[src/design/ttfd_pkg.sv]
`default_nettype none
// ----------------------------------------------------------------------------
// Thermal trend fan duty controller package
// Shared widths, reset values, register indexes and the settings bundle.
// ----------------------------------------------------------------------------
package ttfd_pkg;

   localparam int HISTORY_DEPTH = 2;
   localparam int FAN_COUNT     = 6;
   localparam int SENSOR_COUNT  = 5;

   localparam int TEMP_W     = 19;
   localparam int SUM_W      = 22;
   localparam int HIST_W     = 21;
   localparam int PEAK_W     = 18;
   localparam int BOUND_W    = 22;
   localparam int DUTY_W     = 7;
   localparam int MASK_W     = 6;
   localparam int CSR_DATA_W = 19;
   localparam int CSR_INDEX_W = 3;

   localparam int FAN_SCAN_W = (FAN_COUNT > MASK_W) ? FAN_COUNT : MASK_W;
   localparam logic [FAN_SCAN_W-1:0] FAN_SELECT = FAN_SCAN_W'((64'd1 << FAN_COUNT) - 64'd1);

   localparam int TREND_CNT_W = $clog2(HISTORY_DEPTH + 1);
   localparam logic [TREND_CNT_W-1:0] TREND_FIRM = TREND_CNT_W'((HISTORY_DEPTH + 1) / 2);

   localparam logic signed [HIST_W-1:0] HIST_MIN = {1'b1, {(HIST_W-1){1'b0}}};
   localparam logic signed [HIST_W-1:0] HIST_MAX = {1'b0, {(HIST_W-1){1'b1}}};

   localparam logic [DUTY_W-1:0] DUTY_FULL = 7'd100;

   localparam logic signed [TEMP_W-1:0] AVG_FULL_RESET  = 19'sd45000;
   localparam logic signed [TEMP_W-1:0] AVG_MID_RESET   = 19'sd40000;
   localparam logic signed [TEMP_W-1:0] AVG_LOW_RESET   = 19'sd35000;
   localparam logic [PEAK_W-1:0]        PEAK_FULL_RESET = 18'd50000;
   localparam logic [PEAK_W-1:0]        PEAK_MID_RESET  = 18'd45000;
   localparam logic [DUTY_W-1:0]        MID_DUTY_RESET  = 7'd63;
   localparam logic [DUTY_W-1:0]        LOW_DUTY_RESET  = 7'd32;
   localparam logic [DUTY_W-1:0]        BOOST_RESET     = 7'd13;
   localparam logic [DUTY_W-1:0]        HELD_DUTY_RESET = 7'd32;

   typedef enum logic [CSR_INDEX_W-1:0] {
      CSR_AVG_FULL  = 3'd0,
      CSR_AVG_MID   = 3'd1,
      CSR_AVG_LOW   = 3'd2,
      CSR_PEAK_FULL = 3'd3,
      CSR_PEAK_MID  = 3'd4,
      CSR_MID_DUTY  = 3'd5,
      CSR_LOW_DUTY  = 3'd6,
      CSR_BOOST     = 3'd7
   } csr_index_type;

   // The average thresholds are kept as bounds on the saturated sum:
   // the truncated average reaches a threshold exactly when the sum
   // lies strictly above the stored bound.
   typedef struct packed {
      logic signed [BOUND_W-1:0] avg_full_bound;
      logic signed [BOUND_W-1:0] avg_mid_bound;
      logic signed [BOUND_W-1:0] avg_low_bound;
      logic [PEAK_W-1:0]         peak_full;
      logic [PEAK_W-1:0]         peak_mid;
      logic [DUTY_W-1:0]         mid_duty;
      logic [DUTY_W-1:0]         low_duty;
      logic [DUTY_W-1:0]         reverse_boost;
   } cfg_type;

endpackage
`default_nettype wire

[src/design/ttfd_csr.sv]
`default_nettype none
// ----------------------------------------------------------------------------
// Settings registers
// Holds the thresholds, duty levels and boost; average thresholds are
// converted to sum bounds when written.
// ----------------------------------------------------------------------------
module ttfd_csr (
   input  wire logic                                  clock,
   input  wire logic                                  reset,
   input  wire logic                                  csr_valid,
   output logic                                       csr_ready,
   input  wire logic [ttfd_pkg::CSR_INDEX_W-1:0]      csr_index,
   input  wire logic [ttfd_pkg::CSR_DATA_W-1:0]       csr_data,
   output ttfd_pkg::cfg_type                          cfg
);

   ttfd_pkg::cfg_type cfg_ff;
   logic              write_en;

   function automatic logic signed [ttfd_pkg::BOUND_W-1:0] avg_bound(
      input logic signed [ttfd_pkg::TEMP_W-1:0] thr
   );
      logic signed [ttfd_pkg::BOUND_W-1:0] t_ext;
      logic signed [ttfd_pkg::BOUND_W-1:0] t_five;
      t_ext  = ttfd_pkg::BOUND_W'(thr);
      t_five = (t_ext <<< 2) + t_ext;
      if (thr > 0) begin
         avg_bound = t_five - ttfd_pkg::BOUND_W'(1);
      end else begin
         avg_bound = t_five - ttfd_pkg::BOUND_W'(5);
      end
   endfunction

   assign csr_ready = 1'b1;
   assign write_en  = csr_valid && csr_ready;
   assign cfg       = cfg_ff;

   always_ff @(posedge clock) begin
      if (reset) begin
         cfg_ff.avg_full_bound <= avg_bound(ttfd_pkg::AVG_FULL_RESET);
         cfg_ff.avg_mid_bound  <= avg_bound(ttfd_pkg::AVG_MID_RESET);
         cfg_ff.avg_low_bound  <= avg_bound(ttfd_pkg::AVG_LOW_RESET);
         cfg_ff.peak_full      <= ttfd_pkg::PEAK_FULL_RESET;
         cfg_ff.peak_mid       <= ttfd_pkg::PEAK_MID_RESET;
         cfg_ff.mid_duty       <= ttfd_pkg::MID_DUTY_RESET;
         cfg_ff.low_duty       <= ttfd_pkg::LOW_DUTY_RESET;
         cfg_ff.reverse_boost  <= ttfd_pkg::BOOST_RESET;
      end else if (write_en) begin
         case (ttfd_pkg::csr_index_type'(csr_index))
            ttfd_pkg::CSR_AVG_FULL: begin
               cfg_ff.avg_full_bound <= avg_bound(csr_data);
            end
            ttfd_pkg::CSR_AVG_MID: begin
               cfg_ff.avg_mid_bound <= avg_bound(csr_data);
            end
            ttfd_pkg::CSR_AVG_LOW: begin
               cfg_ff.avg_low_bound <= avg_bound(csr_data);
            end
            ttfd_pkg::CSR_PEAK_FULL: begin
               cfg_ff.peak_full <= csr_data[ttfd_pkg::PEAK_W-1:0];
            end
            ttfd_pkg::CSR_PEAK_MID: begin
               cfg_ff.peak_mid <= csr_data[ttfd_pkg::PEAK_W-1:0];
            end
            ttfd_pkg::CSR_MID_DUTY: begin
               cfg_ff.mid_duty <= csr_data[ttfd_pkg::DUTY_W-1:0];
            end
            ttfd_pkg::CSR_LOW_DUTY: begin
               cfg_ff.low_duty <= csr_data[ttfd_pkg::DUTY_W-1:0];
            end
            ttfd_pkg::CSR_BOOST: begin
               cfg_ff.reverse_boost <= csr_data[ttfd_pkg::DUTY_W-1:0];
            end
            default: begin
               cfg_ff <= cfg_ff;
            end
         endcase
      end
   end

endmodule
`default_nettype wire

[src/design/ttfd_trend.sv]
`default_nettype none
// ----------------------------------------------------------------------------
// Trend history
// Keeps a short shift history of one quantity and reports whether the new
// sample together with the history shows a firm rising or falling trend.
// ----------------------------------------------------------------------------
module ttfd_trend (
   input  wire logic                                 clock,
   input  wire logic                                 reset,
   input  wire logic                                 push,
   input  wire logic signed [ttfd_pkg::HIST_W-1:0]   sample,
   output logic                                      firm
);

   logic signed [ttfd_pkg::HIST_W-1:0]      hist_ff [ttfd_pkg::HISTORY_DEPTH];
   logic        [ttfd_pkg::TREND_CNT_W-1:0] rises;
   logic        [ttfd_pkg::TREND_CNT_W-1:0] falls;
   logic signed [ttfd_pkg::HIST_W-1:0]      prev;

   always_comb begin
      rises = '0;
      falls = '0;
      prev  = sample;
      for (int k = 0; k < ttfd_pkg::HISTORY_DEPTH; k++) begin
         if (hist_ff[k] < prev) begin
            rises = rises + ttfd_pkg::TREND_CNT_W'(1);
         end else if (hist_ff[k] > prev) begin
            falls = falls + ttfd_pkg::TREND_CNT_W'(1);
         end
         prev = hist_ff[k];
      end
      if (rises >= falls) begin
         firm = (rises - falls) >= ttfd_pkg::TREND_FIRM;
      end else begin
         firm = (falls - rises) >= ttfd_pkg::TREND_FIRM;
      end
   end

   always_ff @(posedge clock) begin
      if (reset) begin
         for (int k = 0; k < ttfd_pkg::HISTORY_DEPTH; k++) begin
            hist_ff[k] <= ttfd_pkg::HIST_MIN
                          + ttfd_pkg::HIST_W'(ttfd_pkg::HISTORY_DEPTH - 1 - k);
         end
      end else if (push) begin
         hist_ff[0] <= sample;
         for (int k = 1; k < ttfd_pkg::HISTORY_DEPTH; k++) begin
            hist_ff[k] <= hist_ff[k-1];
         end
      end
   end

endmodule
`default_nettype wire

[src/design/thermal_trend_fan_duty_controller.sv]
`default_nettype none
// ----------------------------------------------------------------------------
// Thermal trend fan duty controller
// Turns one tick of sensor temperatures and fan status into a fan duty.
// ----------------------------------------------------------------------------
// One request transaction is taken every cycle unless req_stall is high; its
// response is then held in the response register until taken. The request
// lands in an input register, and a
// single pass of logic (five-way sum, peak, trend compares, threshold picks,
// boost and cap) feeds the response register. The sum and peak histories and
// the held duty are updated as a transaction without a fan fault moves into the
// response register, so consecutive transactions see each other's effect. Settings
// writes are always accepted (csr_ready stays high) and take effect on the
// next cycle; they are meant to be issued only while no transaction is open.
module thermal_trend_fan_duty_controller (
   input  wire logic                                clock,
   input  wire logic                                reset,

   input  wire logic                                req_valid,
   output logic                                     req_stall,
   input  wire logic signed [ttfd_pkg::TEMP_W-1:0]  req_temp_a,
   input  wire logic signed [ttfd_pkg::TEMP_W-1:0]  req_temp_b,
   input  wire logic signed [ttfd_pkg::TEMP_W-1:0]  req_temp_c,
   input  wire logic signed [ttfd_pkg::TEMP_W-1:0]  req_temp_d,
   input  wire logic signed [ttfd_pkg::TEMP_W-1:0]  req_temp_e,
   input  wire logic [ttfd_pkg::MASK_W-1:0]         req_fan_present_mask,
   input  wire logic [ttfd_pkg::MASK_W-1:0]         req_fan_failed_mask,
   input  wire logic                                req_airflow_back_to_front,
   input  wire logic [ttfd_pkg::DUTY_W-1:0]         req_current_duty,

   output logic                                     rsp_valid,
   input  wire logic                                rsp_stall,
   output logic [ttfd_pkg::DUTY_W-1:0]              rsp_duty_out,
   output logic                                     rsp_write_duty,
   output logic                                     rsp_fan_fault,

   input  wire logic                                csr_valid,
   output logic                                     csr_ready,
   input  wire logic [ttfd_pkg::CSR_INDEX_W-1:0]    csr_index,
   input  wire logic [ttfd_pkg::CSR_DATA_W-1:0]     csr_data
);

   typedef struct packed {
      logic signed [ttfd_pkg::TEMP_W-1:0] temp_a;
      logic signed [ttfd_pkg::TEMP_W-1:0] temp_b;
      logic signed [ttfd_pkg::TEMP_W-1:0] temp_c;
      logic signed [ttfd_pkg::TEMP_W-1:0] temp_d;
      logic signed [ttfd_pkg::TEMP_W-1:0] temp_e;
      logic [ttfd_pkg::MASK_W-1:0]        present;
      logic [ttfd_pkg::MASK_W-1:0]        failed;
      logic                               back_to_front;
      logic [ttfd_pkg::DUTY_W-1:0]        current_duty;
   } req_type;

   ttfd_pkg::cfg_type cfg;

   req_type                      s1_ff;
   logic                         s1_valid_ff;
   logic                         s1_valid_in;
   logic                         rsp_valid_ff;
   logic                         rsp_valid_in;
   logic [ttfd_pkg::DUTY_W-1:0]  rsp_duty_ff;
   logic [ttfd_pkg::DUTY_W-1:0]  rsp_duty_in;
   logic                         rsp_write_ff;
   logic                         rsp_write_in;
   logic                         rsp_fault_ff;
   logic                         rsp_fault_in;
   logic [ttfd_pkg::DUTY_W-1:0]  held_duty_ff;
   logic [ttfd_pkg::DUTY_W-1:0]  held_duty_in;

   logic                         load_s1;
   logic                         advance;
   logic                         fault;
   logic                         push;
   logic [ttfd_pkg::FAN_SCAN_W-1:0] present_x;
   logic [ttfd_pkg::FAN_SCAN_W-1:0] failed_x;

   logic signed [ttfd_pkg::TEMP_W-1:0] temps [ttfd_pkg::SENSOR_COUNT];
   logic signed [ttfd_pkg::SUM_W-1:0]  sum_raw;
   logic signed [ttfd_pkg::HIST_W-1:0] sum_sat;
   logic signed [ttfd_pkg::SUM_W-1:0]  sum_cmp;
   logic signed [ttfd_pkg::TEMP_W-1:0] peak_s;
   logic [ttfd_pkg::PEAK_W-1:0]        peak;
   logic signed [ttfd_pkg::HIST_W-1:0] peak_hist;
   logic                               avg_firm;
   logic                               peak_firm;

   logic [ttfd_pkg::DUTY_W-1:0]        avg_pick;
   logic [ttfd_pkg::DUTY_W-1:0]        peak_pick;
   logic [ttfd_pkg::DUTY_W-1:0]        pick;
   logic [ttfd_pkg::DUTY_W-1:0]        base_duty;
   logic [ttfd_pkg::DUTY_W:0]          boosted;
   logic [ttfd_pkg::DUTY_W-1:0]        final_duty;

   ttfd_csr u_csr (
      .clock     (clock),
      .reset     (reset),
      .csr_valid (csr_valid),
      .csr_ready (csr_ready),
      .csr_index (csr_index),
      .csr_data  (csr_data),
      .cfg       (cfg)
   );

   // Handshake and pipeline control.
   assign advance      = s1_valid_ff && (!rsp_valid_ff || !rsp_stall);
   assign req_stall    = s1_valid_ff && !advance;
   assign load_s1      = req_valid && !req_stall;
   assign s1_valid_in  = load_s1 || (s1_valid_ff && !advance);
   assign rsp_valid_in = advance || (rsp_valid_ff && rsp_stall);

   // Fan status.
   assign present_x = ttfd_pkg::FAN_SCAN_W'(s1_ff.present);
   assign failed_x  = ttfd_pkg::FAN_SCAN_W'(s1_ff.failed);
   assign fault     = |((~present_x | failed_x) & ttfd_pkg::FAN_SELECT);
   assign push      = advance && !fault;

   // Sum and peak of the sensor readings.
   assign temps[0] = s1_ff.temp_a;
   assign temps[1] = s1_ff.temp_b;
   assign temps[2] = s1_ff.temp_c;
   assign temps[3] = s1_ff.temp_d;
   assign temps[4] = s1_ff.temp_e;

   always_comb begin
      sum_raw = '0;
      peak_s  = '0;
      for (int k = 0; k < ttfd_pkg::SENSOR_COUNT; k++) begin
         sum_raw = sum_raw + ttfd_pkg::SUM_W'(temps[k]);
         if (temps[k] > peak_s) begin
            peak_s = temps[k];
         end
      end
      if (sum_raw > ttfd_pkg::SUM_W'(ttfd_pkg::HIST_MAX)) begin
         sum_sat = ttfd_pkg::HIST_MAX;
      end else if (sum_raw < ttfd_pkg::SUM_W'(ttfd_pkg::HIST_MIN)) begin
         sum_sat = ttfd_pkg::HIST_MIN;
      end else begin
         sum_sat = sum_raw[ttfd_pkg::HIST_W-1:0];
      end
   end

   assign sum_cmp   = ttfd_pkg::SUM_W'(sum_sat);
   assign peak      = peak_s[ttfd_pkg::PEAK_W-1:0];
   assign peak_hist = $signed(ttfd_pkg::HIST_W'(peak));

   ttfd_trend u_sum_trend (
      .clock  (clock),
      .reset  (reset),
      .push   (push),
      .sample (sum_sat),
      .firm   (avg_firm)
   );

   ttfd_trend u_peak_trend (
      .clock  (clock),
      .reset  (reset),
      .push   (push),
      .sample (peak_hist),
      .firm   (peak_firm)
   );

   // Threshold picks, hold, boost, cap and fault override.
   always_comb begin
      avg_pick = '0;
      if (avg_firm) begin
         if ($signed(sum_cmp) > $signed(cfg.avg_full_bound)) begin
            avg_pick = ttfd_pkg::DUTY_FULL;
         end else if ($signed(sum_cmp) > $signed(cfg.avg_mid_bound)) begin
            avg_pick = cfg.mid_duty;
         end
         if (!($signed(sum_cmp) > $signed(cfg.avg_low_bound))) begin
            avg_pick = cfg.low_duty;
         end
      end

      peak_pick = '0;
      if (peak_firm) begin
         if (peak > cfg.peak_full) begin
            peak_pick = ttfd_pkg::DUTY_FULL;
         end else if (peak > cfg.peak_mid) begin
            peak_pick = cfg.mid_duty;
         end
      end

      pick = (peak_pick > avg_pick) ? peak_pick : avg_pick;

      if (pick == '0) begin
         base_duty    = held_duty_ff;
         held_duty_in = held_duty_ff;
      end else begin
         base_duty    = pick;
         held_duty_in = pick;
      end

      if (s1_ff.back_to_front) begin
         boosted = {1'b0, base_duty} + {1'b0, cfg.reverse_boost};
      end else begin
         boosted = {1'b0, base_duty};
      end

      if (boosted > {1'b0, ttfd_pkg::DUTY_FULL}) begin
         final_duty = ttfd_pkg::DUTY_FULL;
      end else begin
         final_duty = boosted[ttfd_pkg::DUTY_W-1:0];
      end

      if (fault) begin
         rsp_duty_in  = ttfd_pkg::DUTY_FULL;
         rsp_write_in = 1'b1;
         rsp_fault_in = 1'b1;
      end else begin
         rsp_duty_in  = final_duty;
         rsp_write_in = final_duty != s1_ff.current_duty;
         rsp_fault_in = 1'b0;
      end
   end

   always_ff @(posedge clock) begin
      if (reset) begin
         s1_valid_ff  <= 1'b0;
         rsp_valid_ff <= 1'b0;
         held_duty_ff <= ttfd_pkg::HELD_DUTY_RESET;
      end else begin
         s1_valid_ff  <= s1_valid_in;
         rsp_valid_ff <= rsp_valid_in;
         if (push) begin
            held_duty_ff <= held_duty_in;
         end
      end
   end

   always_ff @(posedge clock) begin
      if (load_s1) begin
         s1_ff.temp_a        <= req_temp_a;
         s1_ff.temp_b        <= req_temp_b;
         s1_ff.temp_c        <= req_temp_c;
         s1_ff.temp_d        <= req_temp_d;
         s1_ff.temp_e        <= req_temp_e;
         s1_ff.present       <= req_fan_present_mask;
         s1_ff.failed        <= req_fan_failed_mask;
         s1_ff.back_to_front <= req_airflow_back_to_front;
         s1_ff.current_duty  <= req_current_duty;
      end
      if (advance) begin
         rsp_duty_ff  <= rsp_duty_in;
         rsp_write_ff <= rsp_write_in;
         rsp_fault_ff <= rsp_fault_in;
      end
   end

   assign rsp_valid      = rsp_valid_ff;
   assign rsp_duty_out   = rsp_duty_ff;
   assign rsp_write_duty = rsp_write_ff;
   assign rsp_fan_fault  = rsp_fault_ff;

endmodule
`default_nettype wire

[config.mk]
export PLATFORM = sky130hd
export DESIGN_NAME = thermal_trend_fan_duty_controller
export DESIGN_NICKNAME = d
export VERILOG_FILES = /design/src/design/ttfd_pkg.sv /design/src/design/ttfd_csr.sv /design/src/design/ttfd_trend.sv /design/src/design/thermal_trend_fan_duty_controller.sv
export SDC_FILE = /design/constraint.sdc
export NUM_CORES = 1
export LEC_CHECK = 0
export BUFFER_PORTS_ARGS = -buffer_cell sky130_fd_sc_hd__buf_2
export CAP_MARGIN = 10
export CORE_ASPECT_RATIO = 1.75
export CORE_MARGIN = 4
export CORE_UTILIZATION = 58
export CTS_BUF_LIST = sky130_fd_sc_hd__clkbuf_2
export CTS_CLUSTER_DIAMETER = 100
export CTS_CLUSTER_SIZE = 12
export DETAILED_ROUTE_END_ITERATION = 10
export PLACE_DENSITY = 0.84
export SKIP_LAST_GASP = 1
export SLEW_MARGIN = 20
export SYNTH_ARGS = -nofsm -noshare
export SYNTH_HDL_FRONTEND = slang
export SYNTH_HIERARCHICAL = 1
export SYNTH_SLANG_ARGS = --single-unit
[constraint.sdc]
create_clock -name clock -period 15.8 [get_ports clock]
set_input_delay 3.16 -clock clock [delete_from_list [all_inputs] [get_ports clock]]
set_output_delay 3.16 -clock clock [all_outputs]
set_load 0.02 [all_outputs]
## After elaboration in Yosys (flattened, before gate mapping)

Memories as Yosys holds them, arrays and structs flattened.
Cells that the tools add are included.

| storage, ports and cells | value |
|---|---|
| memories kept | 2 |
| input port bits | 142 |
| output and inout bits | 12 |
| RAM bits | 84 |
| flip-flop bits (word level) | 256 |

Memories:

| memory | depth | bits a word | rd ports | clocked after Yosys merged registers in | wr ports | line | source |
|---|---|---|---|---|---|---|---|
| u_peak_trend.hist_ff | 2 | 21 | 2 | 0 | 2 | ttfd_trend.sv:15 | `logic signed [ttfd_pkg::HIST_W-1:0] hist_ff [ttfd_pkg::HISTORY_DEPTH];` |
| u_sum_trend.hist_ff | 2 | 21 | 2 | 0 | 2 | ttfd_trend.sv:15 |  |

| cells by class | value |
|---|---|
| bitwise gates (word level) | 6 |
| reductions and logical operators | 24 |
| equal/unequal tests | 8 |
| $add $sub $neg | 16 |
| mux-type cells | 43 |
| $lt $le $gt $ge | 29 |

Operator list:

| operator | number |
|---|---|
| 21-bit two-way mux | 6 |
| 19-bit > comparator | 4 |
| 19-bit two-way mux | 4 |
| 7-bit two-way mux | 10 |
| 21-bit by 22-bit > comparator with 1-bit output | 3 |
| 21-bit > comparator | 3 |
| 21-bit less-than comparator | 3 |
| 21-bit by 19-bit adder with 22-bit output | 2 |
| 19-bit by 1-bit > comparator with 1-bit output, second input constant | 2 |
| 18-bit > comparator | 2 |
| 22-bit by 19-bit adder with 22-bit output | 1 |
| 22-bit by 21-bit > comparator with 1-bit output, second input constant | 1 |
| 22-bit by 21-bit less-than comparator with 1-bit output, second input constant | 1 |
| 22-bit two-way mux | 1 |
| 22-bit by 2-bit subtractor with 22-bit output, second input constant | 1 |
| 22-bit by 4-bit subtractor with 22-bit output, second input constant | 1 |
| 20-bit by 19-bit adder with 21-bit output | 1 |
| 21-bit by 19-bit > comparator with 1-bit output | 1 |
| 21-bit by 19-bit less-than comparator with 1-bit output | 1 |
| 19-bit by 19-bit adder with 20-bit output | 1 |
| 18-bit two-way mux | 1 |
| 2-bit two-way mux | 8 |
| 2-bit AND reduction | 8 |
| 3-bit equality test, second input constant | 4 |
| 22 further kinds | 56 |

## Depth between registers and ports, before layout

Gate-level depths: netlist (run 1).

| depth | value |
|---|---|
| depth after elaboration | 29 |
| depth in mapped cells | 101 |

## Modules after synthesis

Netlist (run 1), hierarchy kept.

By module, submodules not included:

| module | cells an instance | area each (um^2) | seq. area each (um^2) | instances |
|---|---|---|---|---|
| thermal_trend_fan_duty_controller | 1339 | 12997.5 | 3903.7 | 1 |
| ttfd_csr | 719 | 5949.5 | 2462.4 | 1 |
| ttfd_trend | 254 | 2725.1 | 1261.2 | 2 |

## Worst setup path before layout (run 1)

Ideal clock, no wire load.

| timing path | value |
|---|---|
| path type | reg-to-reg |
| start point | reg s1_ff[101] in the netlist's numbering |
| end point | reg rsp_write_ff (netlist: rsp_write_duty) (data pin) |
| setup time | 0.264 ns |
| required time | 15.536 ns |
| cell stages (with the launch flop) | 97 |
| path slack | -1.245 ns |
| buffers on the path | 6 |
| data arrival time | 16.781 ns |
| cell sequence | edfxtp_1 nor4_1 and3_1 a31oi_1 clkbuf_1 nand2_1 ha_1 nand4_1 a211oi_1 a2111oi_1 o2111a_1 nor2_1 clkbuf_1 nor2_1 a21oi_1 ha_1 a21o_1 a21o_1 [... 61 more ...] a21oi_4 buf_6 nand2_1 nand2_1 ha_1 inv_1 fa_1 inv_1 a21oi_1 o21bai_1 xor2_1 nand2_1 inv_1 a221oi_1 a311oi_2 or2_1 a211oi_1 nand3_1 |

| between the ends | value |
|---|---|
| longest elaborated chain between the ends | 29 |
| elaborated cells on any way between the ends | 71 |
| classes of those cells | 13 x add/sub; 24 x order compare; 1 x eq/ne; 32 x mux; 1 x reduce/logical |

RTL lines:

| element | line | source |
|---|---|---|
| start: declaration | thermal_trend_fan_duty_controller.sv:57 | `req_type s1_ff;` |
| 19-bit by 1-bit > comparator with 1-bit output | thermal_trend_fan_duty_controller.sv:130 | `if (temps[k] > peak_s) begin` |
| 19-bit two-way mux (*) | thermal_trend_fan_duty_controller.sv:130 |  |
| 19-bit > comparator | thermal_trend_fan_duty_controller.sv:130 |  |
| 19-bit two-way mux (*) | thermal_trend_fan_duty_controller.sv:130 |  |
| 19-bit > comparator | thermal_trend_fan_duty_controller.sv:130 |  |
| 19-bit two-way mux (*) | thermal_trend_fan_duty_controller.sv:130 |  |
| 19-bit > comparator | thermal_trend_fan_duty_controller.sv:130 |  |
| 19-bit two-way mux (*) | thermal_trend_fan_duty_controller.sv:130 |  |
| [... 2 more ...] | -- |  |
| net peak_s (one bit) | thermal_trend_fan_duty_controller.sv:82 | `logic signed [ttfd_pkg::TEMP_W-1:0] peak_s;` |
| [... 9 more ...] | -- |  |
| net peak_firm | thermal_trend_fan_duty_controller.sv:86 | `logic peak_firm;` |
| [... 3 more ...] | -- |  |
| 7-bit logical NOT | thermal_trend_fan_duty_controller.sv:188 | `if (pick == '0) begin` |
| 7-bit two-way mux (*) | -- |  |
| net base_duty (one bit) | thermal_trend_fan_duty_controller.sv:91 | `logic [ttfd_pkg::DUTY_W-1:0] base_duty;` |
| 7-bit by 7-bit adder with 8-bit output | thermal_trend_fan_duty_controller.sv:197 | `boosted = {1'b0, base_duty} + {1'b0, cfg.reverse_boost};` |
| 8-bit two-way mux (*) | thermal_trend_fan_duty_controller.sv:196 | `if (s1_ff.back_to_front) begin` |
| 8-bit by 7-bit > comparator with 1-bit output | thermal_trend_fan_duty_controller.sv:202 | `if (boosted > {1'b0, ttfd_pkg::DUTY_FULL}) begin` |
| 7-bit two-way mux (*) | thermal_trend_fan_duty_controller.sv:202 |  |
| 7-bit inequality test (*) | thermal_trend_fan_duty_controller.sv:214 | `rsp_write_in = final_duty != s1_ff.current_duty;` |
| end signal: assignment | thermal_trend_fan_duty_controller.sv:247 | `rsp_write_ff <= rsp_write_in;` |
| end: declaration | thermal_trend_fan_duty_controller.sv:64 | `logic rsp_write_ff;` |

The timed path passes the listed nets; every way through them passes the cells marked *.
A chain may end at the register's enable or synchronous reset.

## Worst setup path in the final report (run 1)

| timing path | value |
|---|---|
| start point | reg s1_ff[112] in the netlist's numbering |
| end point | reg rsp_write_ff (netlist: rsp_write_duty) (data pin) |

The elaborated chain is that of the path after synthesis.

==> out/summary.txt, run 1 <==
Final Cell Area: 29,070 sq um
Worst path max stage delay: 0.52 ns
vias in the first global route: 22,057
register area share after synthesis: 36.43%
Cell variety after synth: 105
worst-case clock buffer depth: 3
hold crit path type: reg2reg
worst-path fanout max: 8
htree depth: 2
max_cap viols: 0
largest net degree at the start of global routing: 80
initial detailed-routing violation count: 1,884
core area: 41,620 sq um
RSZ-0062 raised after global routing: yes
slowest CP cell: or4_4
most frequent cells in the layout: ha_1 (293), inv_1 (264), buf_4 (253)
Die Y: 279.3 um
Nets: 3,479
area leader, netlist: edfxtp_1
synthesized area: 24,400 sq um
IO Pins: 154
Post-DP Area: 27,120 sq um
top cell type's share of synthesized area: 25.60%
routed vias/inst: 6.066
clock transition at the registers of the reported paths: 0.24 ns
min cycle time layout: 16.53 ns
critical path capture point type: flip-flop
vias: 21,443
Setup Viol. Count Final: 9
CTS tree: yes
Final HPWL DP: 56,700 um
count of pins over their slew limit: 0
worst-skew pair later-pin latency: 1.03 ns
Yosys reg bits: 340
starting density of the core: 58.62%
final worst slack: -0.7316 ns
Buf/Inv on CP: 13
DRC Markers: 0
EDFF count, synth: 208
GP Congestion: 0.9668
DRT Pass-1 Iters: 5
skew final: 0.2201 ns
status: complete, but fails checks
buffers added on ports: 152
Crit path top cell by count: a21oi_2
data arrival time of the worst path: 17.32 ns
Total Routing Usage GR: 31.54%
leading cell type in the layout, fill and taps excluded: ha_1
failing checks: setup timing
Rows: 99
grt ovf: 0
largest cells by area after synthesis: edfxtp_1 (26%), ha_1 (16%), dfxtp_1 (11%)
CTS Sinks: 340
Antenna Nets Post-Route: 0
Syn Area/Cell: 9.508 sq um
hold buffers post-CTS: 0
ys async rst share: 0%
Max-Slew Margin vs Limit: 23.36%
kind of cell adding the most delay to the critical path: compound AO/OA/AOI/OAI gates
Clock Tree Root: clkbuf_2
post-synthesis instance total: 2,566
routed wire length: 74,960 um
Critical Path Source Type: flip-flop
die footprint: 45,540 sq um
first-pass GRT wire length: 113,300 um
Top FF cell, synth: edfxtp_1
share of layout cells above drive strength 1: 23.20%
synth warn: 6
fin crit share: 104.6%
area grow syn2layout: 19.17%
required time of the critical path: 16.59 ns
drt wl/cell: 21.21 um
fmax: 60.49 MHz
Slew @ Worst Pin: 1.143 ns
CTS buffer count: 34
Hold Vio Cnt, Final: 0
antenna violations before repair: 1
Setup Crit Path Kind: reg2reg
Die Span X: 163.0 um
==> synth_stat cells (all sizes together), types with 5 or more instances <==
library cell  instances
or2                  10
nor2                151
edfxtp              208
nand3                83
and2                 94
clkbuf               61
nand2b               27
buf                  14
a311oi                7
o211ai               44
xor2                 20
nor2b                43
dfxtp               132
a211o                 6
nor3b                 5
o21bai               12
o21a                 13
a31oi                19
o31ai                 6
fa                   61
nand2               238
mux2i                43
inv                 272
o2111ai               5
a2111oi               6
nor3                 25
xnor2                35
or3                  10
a21oi               215
a41oi                 5
or4                   9
nor4                 21
mux2                  8
and4                  9
a221oi                7
nand4                43
ha                  315
a21o                 54
a211oi               40
and3                 17
o21ai                94
==> sequential cells by signal, summed over array words and instances, names as in the netlist <==
signal	cells
failed_x	6
held_duty_ff	7
present_x	6
rsp_duty_out	7
rsp_fan_fault	1
rsp_valid	1
rsp_write_duty	1
s1_ff	103
s1_valid_ff	1
u_csr/cfg	123
u_peak_trend/hist_ff	42
u_sum_trend/hist_ff	42
==> area by class of cell <==
cell class | count | area [sq um]
flip-flops and latches | 340 | 8889
well taps | 555 | 694.4
fillers | 3151 | 12550
repair buffers | 430 | 2995
clock buffers | 50 | 250.2
inverters | 274 | 1031
clock inverters | 4 | 33.78
diodes | 1 | 2.502
multi-input cells | 1881 | 15180
==> cells by family (layout without fill, tap and decap cells) <==
family	Yosys count	in the layout	synth area share [%]
multiplexers	51	51	2.185
buffers and inverters	349	758	5.631
AND/OR/NAND/NOR	804	804	16.61
other	3	8	0.04615
AO/OA/AOI/OAI	587	587	15.89
adder cells (fa/ha/maj)	377	377	21.20
XOR/XNOR	55	55	2.005
flip-flops	340	340	36.43
==> tightest hold or removal path: stages (launching register included) <==
cell     delay, ns
dfxtp_1       0.35
nand2_1       0.05
a21oi_1       0.05
==> final timing paths <==
check / startpoint / end / slack [ns] / depth (start not counted)
setup / recovery: s1_ff[112]$_DFFE_PP_ / rsp_write_duty$_SDFFCE_PP1P_ / -0.73 / 92
setup reg to reg: s1_ff[112]$_DFFE_PP_ / rsp_write_duty$_SDFFCE_PP1P_ / -0.73 / 92
hold reg to reg: u_csr/cfg[40]$_SDFFE_PP0P_ / u_csr/cfg[40]$_SDFFE_PP0P_ / 0.47 / 2
hold / removal: u_csr/cfg[40]$_SDFFE_PP0P_ / u_csr/cfg[40]$_SDFFE_PP0P_ / 0.47 / 2
==> through the flow <==
step           cells  hold WS (ns)  util [%]  setup slack [ns]  TNS (ns)
2_1_floorplan   2570        0.4363         -          0.001046         0
3_3_place_gp    3387        0.4455     65.16           -0.3697    -1.065
3_5_place_dp    3387        0.4501     65.17           -0.9346    -5.267
4_1_cts         3516        0.4719     68.62           -0.1734   -0.5214
5_1_grt         3535        0.4939     69.86            -1.442    -10.74
6_report        3535        0.4747     69.86           -0.7316    -4.085
==> repair_timing <==
item,4_1_cts,5_1_grt
setup buffers,72,18
gates cloned,3,1
pin swaps,57,43
endpoints found under the setup margin,8,9
gates resized for setup,125,72
==> metal layers <==
layer | up-vias | part of all wire, % | GRT usage, %
met4 | 0 | 8.5 | 21.89
li1 | 9993 | - | -
met2 | 977 | 51 | 57.37
met3 | 333 | 5.7 | 3.872
met5 | - | 0 | 0
met1 | 10140 | 35 | 33.44
Power of run 1 is not shown: default switching activity piles up to over one toggle a cycle in this logic, so the estimate is an artifact.
==> run 2, diff against run 1 <==
--- a/config.mk
+++ b/config.mk
@@ -5,8 +5,8 @@
 export SDC_FILE = /design/constraint.sdc
 export NUM_CORES = 1
 export LEC_CHECK = 0
+export ABC_AREA = 1
 export BUFFER_PORTS_ARGS = -buffer_cell sky130_fd_sc_hd__buf_2
-export CAP_MARGIN = 10
 export CORE_ASPECT_RATIO = 1.75
 export CORE_MARGIN = 4
 export CORE_UTILIZATION = 58
@@ -16,7 +16,6 @@
 export DETAILED_ROUTE_END_ITERATION = 10
 export PLACE_DENSITY = 0.84
 export SKIP_LAST_GASP = 1
-export SLEW_MARGIN = 20
 export SYNTH_ARGS = -nofsm -noshare
 export SYNTH_HDL_FRONTEND = slang
 export SYNTH_HIERARCHICAL = 1
==> out/summary.txt, run 2 <==
Die Span X: 166.2 um
antenna violations before repair: 3
data arrival time of the worst path: 15.29 ns
max_cap viols: 0
hold buffers post-CTS: 0
Slew @ Worst Pin: 1.043 ns
Total Routing Usage GR: 29.70%
hold crit path type: reg2reg
Antenna Nets Post-Route: 0
leading cell type in the layout, fill and taps excluded: nand2_1
most frequent cell after synthesis: nand2_1
grt ovf: 0
worst-path fanout max: 13
met2 usage: 56.17%
min cycle time layout: 14.64 ns
Final HPWL DP: 57,680 um
global route hottest layer: met2
Die Y: 284.8 um
clock transition at the registers of the reported paths: 0.25 ns
Critical Path Source Type: flip-flop
EDFF count, synth: 208
Cell variety after synth: 60
slowest CP cell: edfxtp_1
htree depth: 2
Cells after DPL: 3,893
buffers added on ports: 152
area grow syn2layout: 8.410%
Setup Crit Path Kind: reg2reg
Hold Vio Cnt, Final: 0
routed vias/inst: 5.540
Syn Area/Cell: 7.932 sq um
Clock Tree Root: clkbuf_2
Top FF cell, synth: edfxtp_1
starting density of the core: 58.59%
first-pass GRT wire length: 112,100 um
vias: 22,026
Worst path max stage delay: 0.53 ns
die footprint: 47,330 sq um
fin cells: 3,976
most frequent cells in the layout: nand2_1 (716), inv_1 (487), nor2_1 (347)
Rows: 101
DRC Markers: 0
Max-Slew Margin vs Limit: 30.44%
initial detailed-routing violation count: 1,410
Post-synth top cells: nand2_1 (724), inv_1 (488), nor2_1 (350)
R2R setup slack: 1.16 ns
Nets: 3,902
DRT Pass-1 Iters: 8
Hold Worst Slack: 0.4881 ns
count of pins over their slew limit: 0
core area: 43,350 sq um
setup total negative slack: 0 ns
CTS buffer count: 34
fin crit share: 92.63%
post-synthesis instance total: 3,202
worst-skew pair later-pin latency: 0.95 ns
status: completed
top cell type's share of synthesized area: 24.59%
worst-case clock buffer depth: 3
largest net degree at the start of global routing: 75
area leader, netlist: edfxtp_1
CTS tree: yes
required time of the critical path: 16.46 ns
max FFs per register: 123
Yosys reg bits: 340
synth warn: 6
GP Congestion: 1.031
synthesized area: 25,400 sq um
Setup Viol. Count Final: 0
Crit path top cell by count: nand2_1
CTS Sinks: 340
ys async rst share: 0%
drt wl/cell: 18.12 um
vias in the first global route: 22,242
met3 global-route usage: 3.870%
IO Pins: 154
post-layout util: 63.52%
critical path capture point type: flip-flop
fmax: 68.33 MHz
register area share after synthesis: 35.00%
skew final: 0.1148 ns
met1 Usage GRT: 28.68%
largest cells by area after synthesis: edfxtp_1 (25%), ha_1 (16%), nand2_1 (11%)
share of layout cells above drive strength 1: 13.12%
routed wire length: 72,050 um
## run 2: cell count changes after synthesis, moves of 27 or more
| cell | previous run | this run |
|---|---|---|
| a21o_1 | 52 | 8 |
| and2_1 | 93 | 1 |
| nand2b_1 | 27 | 0 |
| nand2_1 | 238 | 724 |
| nand3_1 | 83 | 162 |
| o211ai_1 | 42 | 9 |
| mux2i_1 | 42 | 0 |
| inv_1 | 272 | 488 |
| o21ai_0 | 75 | 146 |
| nor2b_1 | 43 | 0 |
| a211oi_1 | 35 | 4 |
| nand2_2 | 0 | 51 |
| nor2_1 | 151 | 350 |
## run 2: cells by family (layout without fill, tap and decap cells)
| family | Yosys count | in the layout | share of synthesized area (%) |
|---|---|---|---|
| compound gates | 400 | 400 | 8.474 |
| xor+xnor | 37 | 37 | 1.335 |
| fa+ha+maj | 376 | 376 | 20.33 |
| buf+inv | 575 | 773 | 8.863 |
| flops | 340 | 340 | 35.00 |
| other cells | 3 | 8 | 0.04434 |
| simple gates | 1471 | 1476 | 25.96 |
## run 2: cell type report
class                   count  area [sq um]
clock inverters             1         8.758
repair buffers            206          1182
multi-input cells        2294         14540
inverters                 508          1909
well taps                 566         708.2
diodes                      3         7.507
flip-flops and latches    340          8889
clock buffers              58         290.3
fillers                  3745         15810
## run 2: path summary, 6_finish.rpt
check	startpoint	end	cells past startpoint
setup / recovery	s1_ff[111]$_DFFE_PP_	rsp_write_duty$_SDFFCE_PP1P_	104
hold / removal	u_csr/cfg[36]$_SDFFE_PP1P_	u_csr/cfg[36]$_SDFFE_PP1P_	2
setup reg to reg	s1_ff[111]$_DFFE_PP_	rsp_write_duty$_SDFFCE_PP1P_	104
hold reg to reg	u_csr/cfg[36]$_SDFFE_PP1P_	u_csr/cfg[36]$_SDFFE_PP1P_	2
## run 2: what timing repair did
action / CTS / global route
setup buffers: 0 / 16
setup endpoints to repair: 2 / 8
pin swaps: 0 / 10
resized for setup: 3 / 61
cloned: 0 / 5
endpoints found under the hold margin: 0 / 0
## run 2: metal layers
layer	part of all wire (%)	routed length (um)	up-vias
met5	0	0	-
met4	9.5	6834	0
met3	4.5	3271	339
met2	52	37460	765
met1	34	24480	10092
li1	-	-	10830
## run 2: worst max-delay path, delay by kind of cell (launching register included)
kind                       cells  cell delay, ns
adders and majority gates      8            2.32
buffers and inverters         16            1.54
and+or+nand+nor               54            5.67
DFF                            1            0.53
AOI/OAI and AO/OA             26            4.26
## run 2: per-stage QoR
stage,worst slack (ns),cell area (sq um)
floorplan,2.007,25400
global placement,0.1780,26820
detailed placement,-0.1022,26820
CTS,0.05371,27130
global route,-0.06387,27530
finish,1.164,27530
Power of run 2 is left out for the same reason.
